<file path="config.mk">
export PLATFORM = sky130hd
export DESIGN_NAME = integer_to_radix_ascii_top
export DESIGN_NICKNAME = d
export VERILOG_FILES = /design/src/hw/rtl/itra_pkg.sv /design/src/hw/rtl/itra_front.sv /design/src/hw/rtl/itra_queue.sv /design/src/hw/rtl/itra_back.sv /design/src/hw/rtl/integer_to_radix_ascii_top.sv
export SDC_FILE = /design/constraint.sdc
export NUM_CORES = 1
export LEC_CHECK = 0
export BUFFER_PORTS_ARGS = -buffer_cell sky130_fd_sc_hd__clkbuf_2
export CAP_MARGIN = 20
export CORE_UTILIZATION = 65
export DETAILED_ROUTE_END_ITERATION = 10
export PLACE_DENSITY = 0.83
export SETUP_SLACK_MARGIN = 0.3
export SYNTH_ARGS = -nofsm -noshare
export SYNTH_HDL_FRONTEND = slang
export SYNTH_HIERARCHICAL = 1
export SYNTH_SLANG_ARGS = --single-unit
</file>
<file path="constraint.sdc">
create_clock -name clk -period 17.1 [get_ports clk]
set_input_delay 2.565 -clock clk [delete_from_list [all_inputs] [get_ports clk]]
set_output_delay 2.565 -clock clk [all_outputs]
set_load 0.05 [all_outputs]
</file>
<file path="src/hw/rtl/itra_pkg.sv">
// Shared types, constants and the digit glyph function for the integer to
// radix ASCII converter. No dependencies.

package itra_pkg;

  // Field and register widths fixed by the interface.
  localparam int RADIX_W = 5;
  localparam int DIGIT_W = 4;
  localparam int CHAR_W  = 7;

  // Radix register reset value and the range the converter actually uses.
  localparam logic [RADIX_W-1:0] RADIX_RESET = 5'd10;
  localparam logic [RADIX_W-1:0] RADIX_MIN   = 5'd2;
  localparam logic [RADIX_W-1:0] RADIX_MAX   = 5'd16;

  // Quotient bits resolved per divider cycle.
  localparam int CHUNK_BITS = 8;

  // Depth of the job queue between front and back (power of two).
  localparam int QUEUE_DEPTH = 2;

  // ASCII anchors for the digit glyphs.
  localparam logic [CHAR_W-1:0]  CHAR_ZERO   = 7'h30;
  localparam logic [CHAR_W-1:0]  CHAR_UPPERA = 7'h41;
  localparam logic [DIGIT_W-1:0] DIGIT_TEN   = 4'd10;

  // Queue status seen by the front and the back.
  typedef struct packed {
    logic full;
    logic empty;
  } q_status_t;

  // Digit value to upper-case ASCII character.
  function automatic logic [CHAR_W-1:0] glyph(input logic [DIGIT_W-1:0] d);
    logic [CHAR_W-1:0] c;
    if (d < DIGIT_TEN) begin
      c = CHAR_ZERO + CHAR_W'(d);
    end else begin
      c = CHAR_UPPERA + CHAR_W'(d - DIGIT_TEN);
    end
    return c;
  endfunction

endpackage

</file>
<file path="src/hw/rtl/itra_front.sv">
// Front end of the converter: radix register, command intake and radix
// clamping. Depends on itra_pkg.

module itra_front #(
  parameter int VALUE_BITS = 31
) (
  input  logic                         clk,
  input  logic                         rst,
  input  logic                         start,
  output logic                         busy,
  input  logic [VALUE_BITS-1:0]        value,
  input  logic                         cfg_valid,
  output logic                         cfg_ready,
  input  logic [itra_pkg::RADIX_W-1:0] cfg_radix,
  input  itra_pkg::q_status_t          q_status,
  output logic                         push,
  output logic [VALUE_BITS-1:0]        push_value,
  output logic [itra_pkg::RADIX_W-1:0] push_radix
);

  logic [itra_pkg::RADIX_W-1:0] radix;

  // The radix register takes every configuration word.
  assign cfg_ready = 1'b1;

  always_ff @(posedge clk) begin
    if (rst) begin
      radix <= itra_pkg::RADIX_RESET;
    end else if (cfg_valid && cfg_ready) begin
      radix <= cfg_radix;
    end
  end

  // Bring out-of-range radix values into the supported range.
  always_comb begin
    if (radix < itra_pkg::RADIX_MIN) begin
      push_radix = itra_pkg::RADIX_MIN;
    end else if (radix > itra_pkg::RADIX_MAX) begin
      push_radix = itra_pkg::RADIX_MAX;
    end else begin
      push_radix = radix;
    end
  end

  // A command word is taken whenever the job queue has room.
  assign busy       = q_status.full;
  assign push       = start && !q_status.full;
  assign push_value = value;

endmodule

</file>
<file path="src/hw/rtl/itra_queue.sv">
// Small job queue that decouples command intake from conversion.
// Depends on itra_pkg.

module itra_queue #(
  parameter int WIDTH = 36
) (
  input  logic                clk,
  input  logic                rst,
  input  logic                push,
  input  logic [WIDTH-1:0]    push_data,
  input  logic                pop,
  output logic [WIDTH-1:0]    pop_data,
  output itra_pkg::q_status_t status
);

  localparam int PTR_W = $clog2(itra_pkg::QUEUE_DEPTH);
  localparam int CNT_W = $clog2(itra_pkg::QUEUE_DEPTH + 1);

  logic [WIDTH-1:0] entries [itra_pkg::QUEUE_DEPTH];
  logic [PTR_W-1:0] wr_ptr;
  logic [PTR_W-1:0] rd_ptr;
  logic [CNT_W-1:0] count;

  // Entry storage; pointers wrap naturally since the depth is a power of two.
  always_ff @(posedge clk) begin
    if (push) begin
      entries[wr_ptr] <= push_data;
    end
  end

  // Pointers and fill level.
  always_ff @(posedge clk) begin
    if (rst) begin
      wr_ptr <= '0;
      rd_ptr <= '0;
      count  <= '0;
    end else begin
      if (push) begin
        wr_ptr <= wr_ptr + 1'b1;
      end
      if (pop) begin
        rd_ptr <= rd_ptr + 1'b1;
      end
      if (push && !pop) begin
        count <= count + 1'b1;
      end else if (pop && !push) begin
        count <= count - 1'b1;
      end
    end
  end

  assign pop_data     = entries[rd_ptr];
  assign status.full  = (count == CNT_W'(itra_pkg::QUEUE_DEPTH));
  assign status.empty = (count == '0);

endmodule

</file>
<file path="src/hw/rtl/itra_back.sv">
// Back end of the converter: chunked divider by the radix, digit store and
// character emitter, most significant digit first. Depends on itra_pkg.

module itra_back #(
  parameter int VALUE_BITS = 31,
  parameter int MAX_DIGITS = 31
) (
  input  logic                          clk,
  input  logic                          rst,
  input  itra_pkg::q_status_t           q_status,
  output logic                          pop,
  input  logic [VALUE_BITS-1:0]         job_value,
  input  logic [itra_pkg::RADIX_W-1:0]  job_radix,
  output logic                          strobe,
  output logic [itra_pkg::CHAR_W-1:0]   digit_char,
  output logic                          last_digit
);

  localparam int CHUNK    = itra_pkg::CHUNK_BITS;
  localparam int PAD_BITS = ((VALUE_BITS + CHUNK - 1) / CHUNK) * CHUNK;
  localparam int NCHUNK   = PAD_BITS / CHUNK;
  localparam int CH_W     = $clog2(NCHUNK + 1);
  localparam int IDX_W    = $clog2(MAX_DIGITS);
  localparam int CNT_W    = $clog2(MAX_DIGITS + 1);
  localparam int DW       = itra_pkg::DIGIT_W;

  typedef enum logic [1:0] {
    ST_IDLE,
    ST_DIVIDE,
    ST_EMIT
  } state_t;

  state_t                       state;
  logic [PAD_BITS-1:0]          work;
  logic [PAD_BITS-1:0]          work_next;
  logic [DW-1:0]                rem;
  logic [DW-1:0]                rem_next;
  logic [itra_pkg::RADIX_W-1:0] rdx;
  logic [CH_W-1:0]              chunk;
  logic [CNT_W-1:0]             cnt;
  logic [IDX_W-1:0]             rd_ptr;
  logic [DW-1:0]                rd_data;
  logic [DW-1:0]                store [MAX_DIGITS];
  logic [CHUNK-1:0]             qbits;
  logic [DW:0]                  partial;
  logic                         chunk_end;

  assign pop       = (state == ST_IDLE) && !q_status.empty;
  assign chunk_end = (chunk == CH_W'(NCHUNK - 1));

  // One chunk of restoring long division by the radix, MSB first.
  always_comb begin
    partial = {1'b0, rem};
    for (int i = 0; i < CHUNK; i++) begin
      partial = {partial[DW-1:0], work[PAD_BITS-1-i]};
      if (partial >= rdx) begin
        partial              = partial - rdx;
        qbits[CHUNK-1-i]     = 1'b1;
      end else begin
        qbits[CHUNK-1-i]     = 1'b0;
      end
    end
    rem_next  = partial[DW-1:0];
    work_next = (work << CHUNK) | PAD_BITS'(qbits);
  end

  // Sequencer with the registered result outputs.
  always_ff @(posedge clk) begin
    if (rst) begin
      state      <= ST_IDLE;
      strobe     <= 1'b0;
      last_digit <= 1'b0;
    end else begin
      strobe     <= 1'b0;
      last_digit <= 1'b0;
      case (state)
        ST_IDLE: begin
          if (pop) begin
            work  <= PAD_BITS'(job_value);
            rdx   <= job_radix;
            rem   <= '0;
            chunk <= '0;
            cnt   <= '0;
            state <= ST_DIVIDE;
          end
        end
        ST_DIVIDE: begin
          work <= work_next;
          if (chunk_end) begin
            // One digit done; stop on a zero quotient or a full store.
            rem   <= '0;
            chunk <= '0;
            cnt   <= cnt + 1'b1;
            if (work_next == '0 || cnt == CNT_W'(MAX_DIGITS - 1)) begin
              rd_ptr <= cnt[IDX_W-1:0];
              state  <= ST_EMIT;
            end
          end else begin
            rem   <= rem_next;
            chunk <= chunk + 1'b1;
          end
        end
        ST_EMIT: begin
          strobe     <= 1'b1;
          last_digit <= (rd_ptr == '0);
          if (rd_ptr == '0) begin
            state <= ST_IDLE;
          end else begin
            rd_ptr <= rd_ptr - 1'b1;
          end
        end
        default: begin
          state <= ST_IDLE;
        end
      endcase
    end
  end

  // Digit store: written as each remainder settles, read back in reverse.
  always_ff @(posedge clk) begin
    if (state == ST_DIVIDE && chunk_end) begin
      store[cnt[IDX_W-1:0]] <= rem_next;
    end
    if (state == ST_EMIT) begin
      rd_data <= store[rd_ptr];
    end
  end

  assign digit_char = itra_pkg::glyph(rd_data);

  // The running remainder always stays below the radix.
  a_rem_range: assert property (@(posedge clk) disable iff (rst)
    (state == ST_DIVIDE) |-> (rem < rdx))
    else $error("remainder not below radix");

  // Digit writes stay inside the store.
  a_cnt_range: assert property (@(posedge clk) disable iff (rst)
    (state == ST_DIVIDE) |-> (cnt < CNT_W'(MAX_DIGITS)))
    else $error("digit index beyond store");

  // The final-character flag only rides on a strobed word.
  a_last_strobe: assert property (@(posedge clk) disable iff (rst)
    last_digit |-> strobe)
    else $error("last_digit without strobe");

  // A number's final character is never followed at once by another.
  a_gap_after_last: assert property (@(posedge clk) disable iff (rst)
    (strobe && last_digit) |=> !strobe)
    else $error("character right after final character");

endmodule

</file>
<file path="src/hw/rtl/integer_to_radix_ascii_top.sv">
// Top level of the integer to radix ASCII converter.
// Depends on itra_pkg, itra_front, itra_queue and itra_back.

// Usage:
// Command channel: a word on value is taken at a rising edge with start high
// and busy low. Busy rises only when the two-entry job queue is full.
// Configuration channel: cfg_radix is written at an edge with cfg_valid and
// cfg_ready high; cfg_ready is always high. Values 0 and 1 act as radix 2,
// values above 16 act as radix 16. The radix is sampled when a word is taken.
// Result channel: one character per cycle in which strobe is high, most
// significant digit first, with last_digit marking the final character.
// The receiver cannot stall; every strobed word must be taken.
// Timing: the divider resolves 8 quotient bits a cycle and divides the whole
// value by the radix once for each digit. The digits are divided one after
// another and then emitted; a job is taken from the queue only while idle.
// Conversions run one at a time, so with words waiting in the queue a new
// number starts only after the final character of the previous one.
// The queue lets new words be taken while a conversion is in progress.
// Reset: synchronous; radix returns to 10, the queue empties, no strobe.

module integer_to_radix_ascii_top #(
  parameter int VALUE_BITS = 31,
  parameter int MAX_DIGITS = 31
) (
  input  logic                         clk,
  input  logic                         rst,
  input  logic                         start,
  output logic                         busy,
  input  logic [VALUE_BITS-1:0]        value,
  input  logic                         cfg_valid,
  output logic                         cfg_ready,
  input  logic [itra_pkg::RADIX_W-1:0] cfg_radix,
  output logic                         strobe,
  output logic [itra_pkg::CHAR_W-1:0]  digit_char,
  output logic                         last_digit
);

  localparam int JOB_W = VALUE_BITS + itra_pkg::RADIX_W;

  itra_pkg::q_status_t          q_status;
  logic                         push;
  logic                         pop;
  logic [VALUE_BITS-1:0]        push_value;
  logic [itra_pkg::RADIX_W-1:0] push_radix;
  logic [JOB_W-1:0]             pop_data;

  // Command intake and radix register.
  itra_front #(
    .VALUE_BITS (VALUE_BITS)
  ) u_front (
    .clk        (clk),
    .rst        (rst),
    .start      (start),
    .busy       (busy),
    .value      (value),
    .cfg_valid  (cfg_valid),
    .cfg_ready  (cfg_ready),
    .cfg_radix  (cfg_radix),
    .q_status   (q_status),
    .push       (push),
    .push_value (push_value),
    .push_radix (push_radix)
  );

  // Job queue carrying value and clamped radix.
  itra_queue #(
    .WIDTH (JOB_W)
  ) u_queue (
    .clk       (clk),
    .rst       (rst),
    .push      (push),
    .push_data ({push_radix, push_value}),
    .pop       (pop),
    .pop_data  (pop_data),
    .status    (q_status)
  );

  // Divider, digit store and character emitter.
  itra_back #(
    .VALUE_BITS (VALUE_BITS),
    .MAX_DIGITS (MAX_DIGITS)
  ) u_back (
    .clk        (clk),
    .rst        (rst),
    .q_status   (q_status),
    .pop        (pop),
    .job_value  (pop_data[VALUE_BITS-1:0]),
    .job_radix  (pop_data[JOB_W-1:VALUE_BITS]),
    .strobe     (strobe),
    .digit_char (digit_char),
    .last_digit (last_digit)
  );

endmodule
</file>
==> summary.txt, run 1 <==
Hold path
  – Hold Crit Class: register to register
  – Worst hold path startpoint: u_queue/count[1]
  – Endpoint, Worst Hold: u_queue/count[1]
  – WHS Path Cells: 2

Synthesis
  – Synth warnings: 6
  – Post-synth EDFFs: 254
  – Syn Inst Count: 930
  – Synthesized Nets: 1031
  – Yosys cell types: 59
  – Ys async rst share: 0%
  – Seq/Total Area, Yosys: 61.12%
  – Yosys reg bits: 268
  – Area leader, netlist: edfxtp_1
  – Top FF cell, synth: edfxtp_1
  – Top cells by area, synth: edfxtp_1 59%, ha_1 5.1%, mux4_2 4.7%
  – Mapped Area: 12940 um2
  – Area share of the largest cell type after synthesis: just under 60%
  – Most common cell in the synthesized netlist: edfxtp_1
  – Synth top cells by count: 254 x edfxtp_1, 123 x nand2_1, 64 x nor2_1
  – Avg Cell Area, Syn: 13.91 um2

Finish
  – Syn-to-layout area delta: 9.293%
  – # diodes: 0
  – Share of cells above drive strength 1: about a fifth
  – Fin nets: 1054

Critical path
  – Reg2Reg Capture Point: u_back/rd_ptr[4]
  – Reg2Reg Setup Slack: 4.17 ns
  – Crit path DAT: 13.15 ns
  – R2R Path Start: u_back/rdx[1]
  – Worst-path fanout max: 10
  – Cell repeated most along the worst path: ha_1
  – Slowest CP cell: edfxtp_1
  – Required time worst endpoint: 17.32 ns
  – Critical path capture point type: register
  – Startpoint class of the critical path: register
  – CP Class: register to register
  – Max incr delay on CP: 0.63 ns
  – Reg2reg path depth: 49

CTS
  – Num Clock Sinks: 268
  – # hold bufs at CTS: 0
  – Htree depth: 1
  – CTS tree: done
  – Skew-Pair Late Insertion Delay: about 0.53 ns
  – Setup Fix Bufs, Post-CTS: 0
  – PostCTS Resize Cnt: 0
  – Num CTS Buffers: 26
  – Clock Tree Root: clkbuf_16
  – Clock Tree Buf Depth: 3
  – Clock transition at path regs: 0.06 ns

Floorplanning
  – Die Area: 20470 um2
  – Number of cell rows: between 50 and 60
  – Placeable Area: just under 20000 um2
  – IO Count: 51
  – Starting Density: 66.48%
  – Die width: 143.1 um
  – Die height: 143.1 um

Route
  – Vias/cell: 6.109
  – Routed WL per cell: 20.11 um
  – Final WL: ~25000 um
  – # DRC: 0
  – Routed Antenna Nets: 0
  – DR iter-0 viols: ~660
  – Router iterations before antenna repair: 6
  – Via count: 7563

Timing
  – Setup_tns: 0 ns
  – RSZ-0062 raised after global routing: no
  – Worst Clk Skew: 0.02033 ns
  – Max Clk Rate: 77.32 MHz
  – Worst Tran Pin Value: 1.052 ns
  – Final setup violation count: 0
  – Fin. max-slew vios: 0
  – Period utilization: 75.63%
  – Final Hold Viols: 0
  – Slew HR: 29.70%
  – Period minus WS final: 12.93 ns

GRT
  – First-pass GRT wire length: 39480 um
  – Aggregate global-route resource usage: between 20% and 30%
  – Number of global-route vias before repair: 7605
  – Initial antenna violation count: 0
  – Pin count of the biggest net entering global routing: 40
  – Total gr overflow: 0

Place
  – Detailed placement HPWL: approximately 16000 um
  – GP Congestion: 0.8735
  – Number of I/O port buffers: 49

Run
  – Max-Cap Viols: 0

Status
  – Outcome: finished, final reports clean
[state kept, by name, indices dropped and copies added, names as in the netlist, 4 cells and up, named ones only]
name,cells
u_back/work,32
u_front/radix,5
u_back/rd_data,4
u_back/store,124
u_back/rdx,5
u_back/rd_ptr,5
u_queue/entries,72
u_back/cnt,5
u_back/rem,4
[cell type report]
type	count	area, um2
clock buffers	30	665.6
clock inverters	18	282.8
fillers	1182	5321
inverters	43	161.4
multi-input cells	555	4447
flip-flops and latches	268	7908
well taps	265	331.6
repair buffers	59	345.3
[layer usage]
layer  vias to the layer above  GRT usage (%)  routed length [um]
met1                      3676          35.17               10160
met2                       390          41.62               12030
met3                        50          4.762                2186
met4                         0          8.998                 515
li1                       3447              -                   -
met5                         -              0                   0
[how the worst max path moves through the flow]
stage          slack, ns           from                   to
4_1_cts             4.26  u_back/rdx[1]  u_back/store[14][3]
5_1_grt             3.06  u_back/rdx[1]     u_back/rd_ptr[4]
2_1_floorplan       5.78  u_back/rdx[1]   u_back/store[0][0]
6_report            4.17  u_back/rdx[1]     u_back/rd_ptr[4]
3_5_place_dp        4.37  u_back/rdx[1]   u_back/store[3][3]
3_3_place_gp        4.78  u_back/rdx[1]     u_back/rd_ptr[3]
[layout by cell type, fill, tap and decap left out, types with 14 or more instances in the layout]
master and instances:
dfxtp_1 14, mux4_2 27, nand2_1 123, inv_1 42
nor2_1 64, xnor2_1 18, mux2_2 43, clkbuf_16 27
a21o_1 15, clkbuf_2 49, edfxtp_1 254, o21ai_0 26
a21oi_1 22, ha_1 53
[cell families after synthesis]
kind of cell / share of synthesized area, %
flip-flops: 61.12
AND/OR/NAND/NOR: 8.829
AO/OA/AOI/OAI: 5.831
buffers and inverters: 4.651
multiplexers: 11.15
adder cells (fa/ha/maj): 6.363
XOR/XNOR: 2.031
other: 0.02898
[critical path, delay by kind of cell, from the launching register on]
| kind | cells | cell delay, ns |
|---|---|---|
| and+or+nand+nor | 6 | 0.85 |
| muxes | 4 | 1.54 |
| DFF | 1 | 0.63 |
| adders and majority gates | 8 | 2.61 |
| buffers and inverters | 3 | 0.52 |
| AOI/OAI and AO/OA | 28 | 6.49 |
[per-stage QoR]
stage	hold slack, ns	setup slack [ns]	std cells	instance area [um2]	util [%]
after floorplan	0.4517	5.776	930	12940	-
after global placement	0.4871	4.784	1188	13150	67.58
after detailed placement	0.4976	4.371	1189	13170	67.66
after CTS	0.5050	4.264	1237	14120	72.53
after global routing	0.5264	3.058	1238	14140	72.66
final	0.4987	4.167	1238	14140	72.66
Power of run 1 is not shown: default switching activity piles up to over one toggle a cycle in this logic, so the estimate is an artifact.
==> run 2: changes to the inputs <==
- ABC_AREA: not set -> 1
- CORE_UTILIZATION: 65 -> 62
- PLACE_DENSITY: 0.83 -> 0.8
- clock period: 17.1 -> 12.6 ns (I/O delays scaled with it)
==> summary.txt, run 2 <==
Status
  – Outcome: finished, final reports clean

Critical path
  – Crit path DAT: 10.84 ns
  – Critical path capture point type: register
  – CP Buf/Inv Count: 11
  – Worst-path fanout max: 31
  – Crit path max-delay family: simple AND/OR/NAND/NOR gates
  – Cell repeated most along the worst path: nand2_1
  – Slowest CP cell: edfxtp_1
  – Max incr delay on CP: 0.64 ns
  – Required time worst endpoint: 12.60 ns
  – Startpoint class of the critical path: register
  – CP Class: register to register

CTS
  – Clock Tree Buf Depth: 3
  – Num CTS Buffers: 26
  – Clock Tree Root: clkbuf_16
  – # hold bufs at CTS: 0
  – CTS tree: done
  – PostCTS Resize Cnt: 0
  – Clock transition at path regs: 0.07 ns
  – Skew-Pair Late Insertion Delay: 0.53 ns
  – Setup Fix Bufs, Post-CTS: 0
  – Htree depth: 1
  – Num Clock Sinks: about 270

Synthesis
  – Top cells by area, synth: edfxtp_1 57%, nand2_1 6.9%, ha_1 5.0%
  – Post-synth EDFFs: 254
  – Syn Inst Count: roughly 1200
  – Top FF cell, synth: edfxtp_1
  – Most common cell in the synthesized netlist: edfxtp_1
  – Ys async rst share: 0%
  – Yosys reg bits: 268
  – Synth warnings: 6
  – Yosys cell types: 48
  – Synth top cells by count: 254 x edfxtp_1, 245 x nand2_1, 165 x nor2_1
  – Avg Cell Area, Syn: 10.91 um2
  – Area leader, netlist: edfxtp_1
  – Mapped Area: 13280 um2
  – Seq/Total Area, Yosys: 59.53%
  – Area share of the largest cell type after synthesis: about 57%
  – Synthesized Nets: 1318

GRT
  – Pin count of the biggest net entering global routing: 65
  – Met3 global-route usage: about 3.8%
  – GR Util met2: 44.93%
  – First-pass GRT wire length: 43140 um
  – Gr busiest metal: met2
  – GR Util met1: 31.37%
  – Number of global-route vias before repair: 8738
  – Total gr overflow: 0
  – Initial antenna violation count: 1
  – Aggregate global-route resource usage: 25.30%

Finish
  – Share of cells above drive strength 1: about 14%
  – Most frequent cells in the layout: 254 x edfxtp_1, 245 x nand2_1, 164 x nor2_1
  – Fill count: 1470
  – Commonest non-fill, non-tap cell in the layout: edfxtp_1
  – Fin nets: 1336
  – Syn-to-layout area delta: 8.317%
  – Sequential cell area: 7909 um2
  – Design Area, Final: 14390 um2
  – # diodes: 0
  – Largest register FFs: roughly 120
  – Area of the multi-input gates: 4533 um2

Route
  – Final WL: 26800 um
  – Routed WL per cell: 17.52 um
  – Vias/cell: 5.682
  – Routed Antenna Nets: 0
  – # DRC: 0
  – Via count: 8693
  – Router iterations before antenna repair: 8
  – DR iter-0 viols: 766

Timing
  – Period utilization: 86.00%
  – Fin. max-slew vios: 0
  – RSZ-0062 raised after global routing: no
  – Final setup violation count: 0
  – Max Clk Rate: between 90 and 100 MHz
  – Period minus WS final: 10.84 ns
  – Worst Clk Skew: 0.02068 ns
  – Setup_tns: 0 ns
  – Final Hold Viols: 0
  – Worst Tran Pin Value: 1.073 ns
  – Slew HR: 28.31%

Hold path
  – Hold Crit Class: register to register

Floorplanning
  – Die width: 148.4 um
  – Starting Density: 63.19%
  – Number of cell rows: 53
  – Die height: approximately 150 um
  – Die Area: ~22000 um2
  – IO Count: 51
  – Placeable Area: approximately 21000 um2

Place
  – GP Congestion: 0.8918
  – Number of I/O port buffers: 49
  – Detailed placement HPWL: roughly 18000 um
  – Placed Area: 13460 um2

Run
  – Max-Cap Viols: 0
-- run 2: changes by cell type in the layout (fill, tap and decap cells not counted), moves of 10 or more --
cell,change
a21o_1,-15
o22ai_1,+18
inv_1,+54
mux2_4,+28
mux2_2,-37
xnor2_1,-10
nand3_1,+25
o21ai_0,+60
nand2_1,+122
mux2i_1,-11
mux4_2,-27
nor2_1,+100
-- run 2: metal layers --
layer / part of all wire (%) / wire length (um)
met5: 0 / 0
met2: 51 / 13650
met4: 3.1 / 821
met3: 6.7 / 1801
met1: 39 / 10530
-- run 2: worst paths after layout --
check,slack (ns),end,start,cells past startpoint
hold reg to reg,0.50,u_front/radix[1],u_front/radix[1],2
hold / removal,0.50,u_front/radix[1],u_front/radix[1],2
setup reg to reg,1.76,u_back/store[1][3],u_back/rdx[1],67
setup / recovery,1.76,u_back/store[1][3],u_back/rdx[1],67
-- run 2: kinds of logic (layout without fill, tap and decap cells) --
logic type / after synthesis / count (layout) / synth area share, %
buffers and inverters: 171 / 209 / 6.490
xor gates and xnor gates: 21 / 21 / 1.385
other: 1 / 1 / 0.02823
muxes: 36 / 36 / 3.900
and+or+nand+nor: 496 / 496 / 15.78
adders and majority gates: 61 / 61 / 6.198
DFF: 268 / 268 / 59.53
AOI/OAI and AO/OA: 163 / 163 / 6.688
-- run 2: through the flow --
stage                     cells  setup slack [ns]  util [%]  hold slack, ns
after CTS                  1527             1.806     68.05          0.5028
after global placement     1479             2.467     64.04          0.4910
after global routing       1530            0.6437     68.44          0.5538
after floorplan            1217             3.457         -          0.4693
final                      1530             1.764     68.44          0.5028
after detailed placement   1479             1.907     64.04          0.4985
-- run 2: area by class of cell --
type                       count  share of cell area, %
timing repair buffer          58                  2.592
tap                          275                  2.392
clock inverter                 9                 0.6435
multi-input combinational    778                  31.51
clock buffer                  39                  5.209
inverter                     103                  2.687
sequential                   268                  54.97
-- run 2: worst register-to-register path, delay by kind of cell, from the launching register on --
| kind | cells | cell delay [ns] |
|---|---|---|
| simple gates | 45 | 5.38 |
| fa+ha+maj | 8 | 2.35 |
| buf+inv | 11 | 1.32 |
| flops | 1 | 0.64 |
| compound gates | 3 | 0.62 |
Power of run 2 is left out for the same reason.
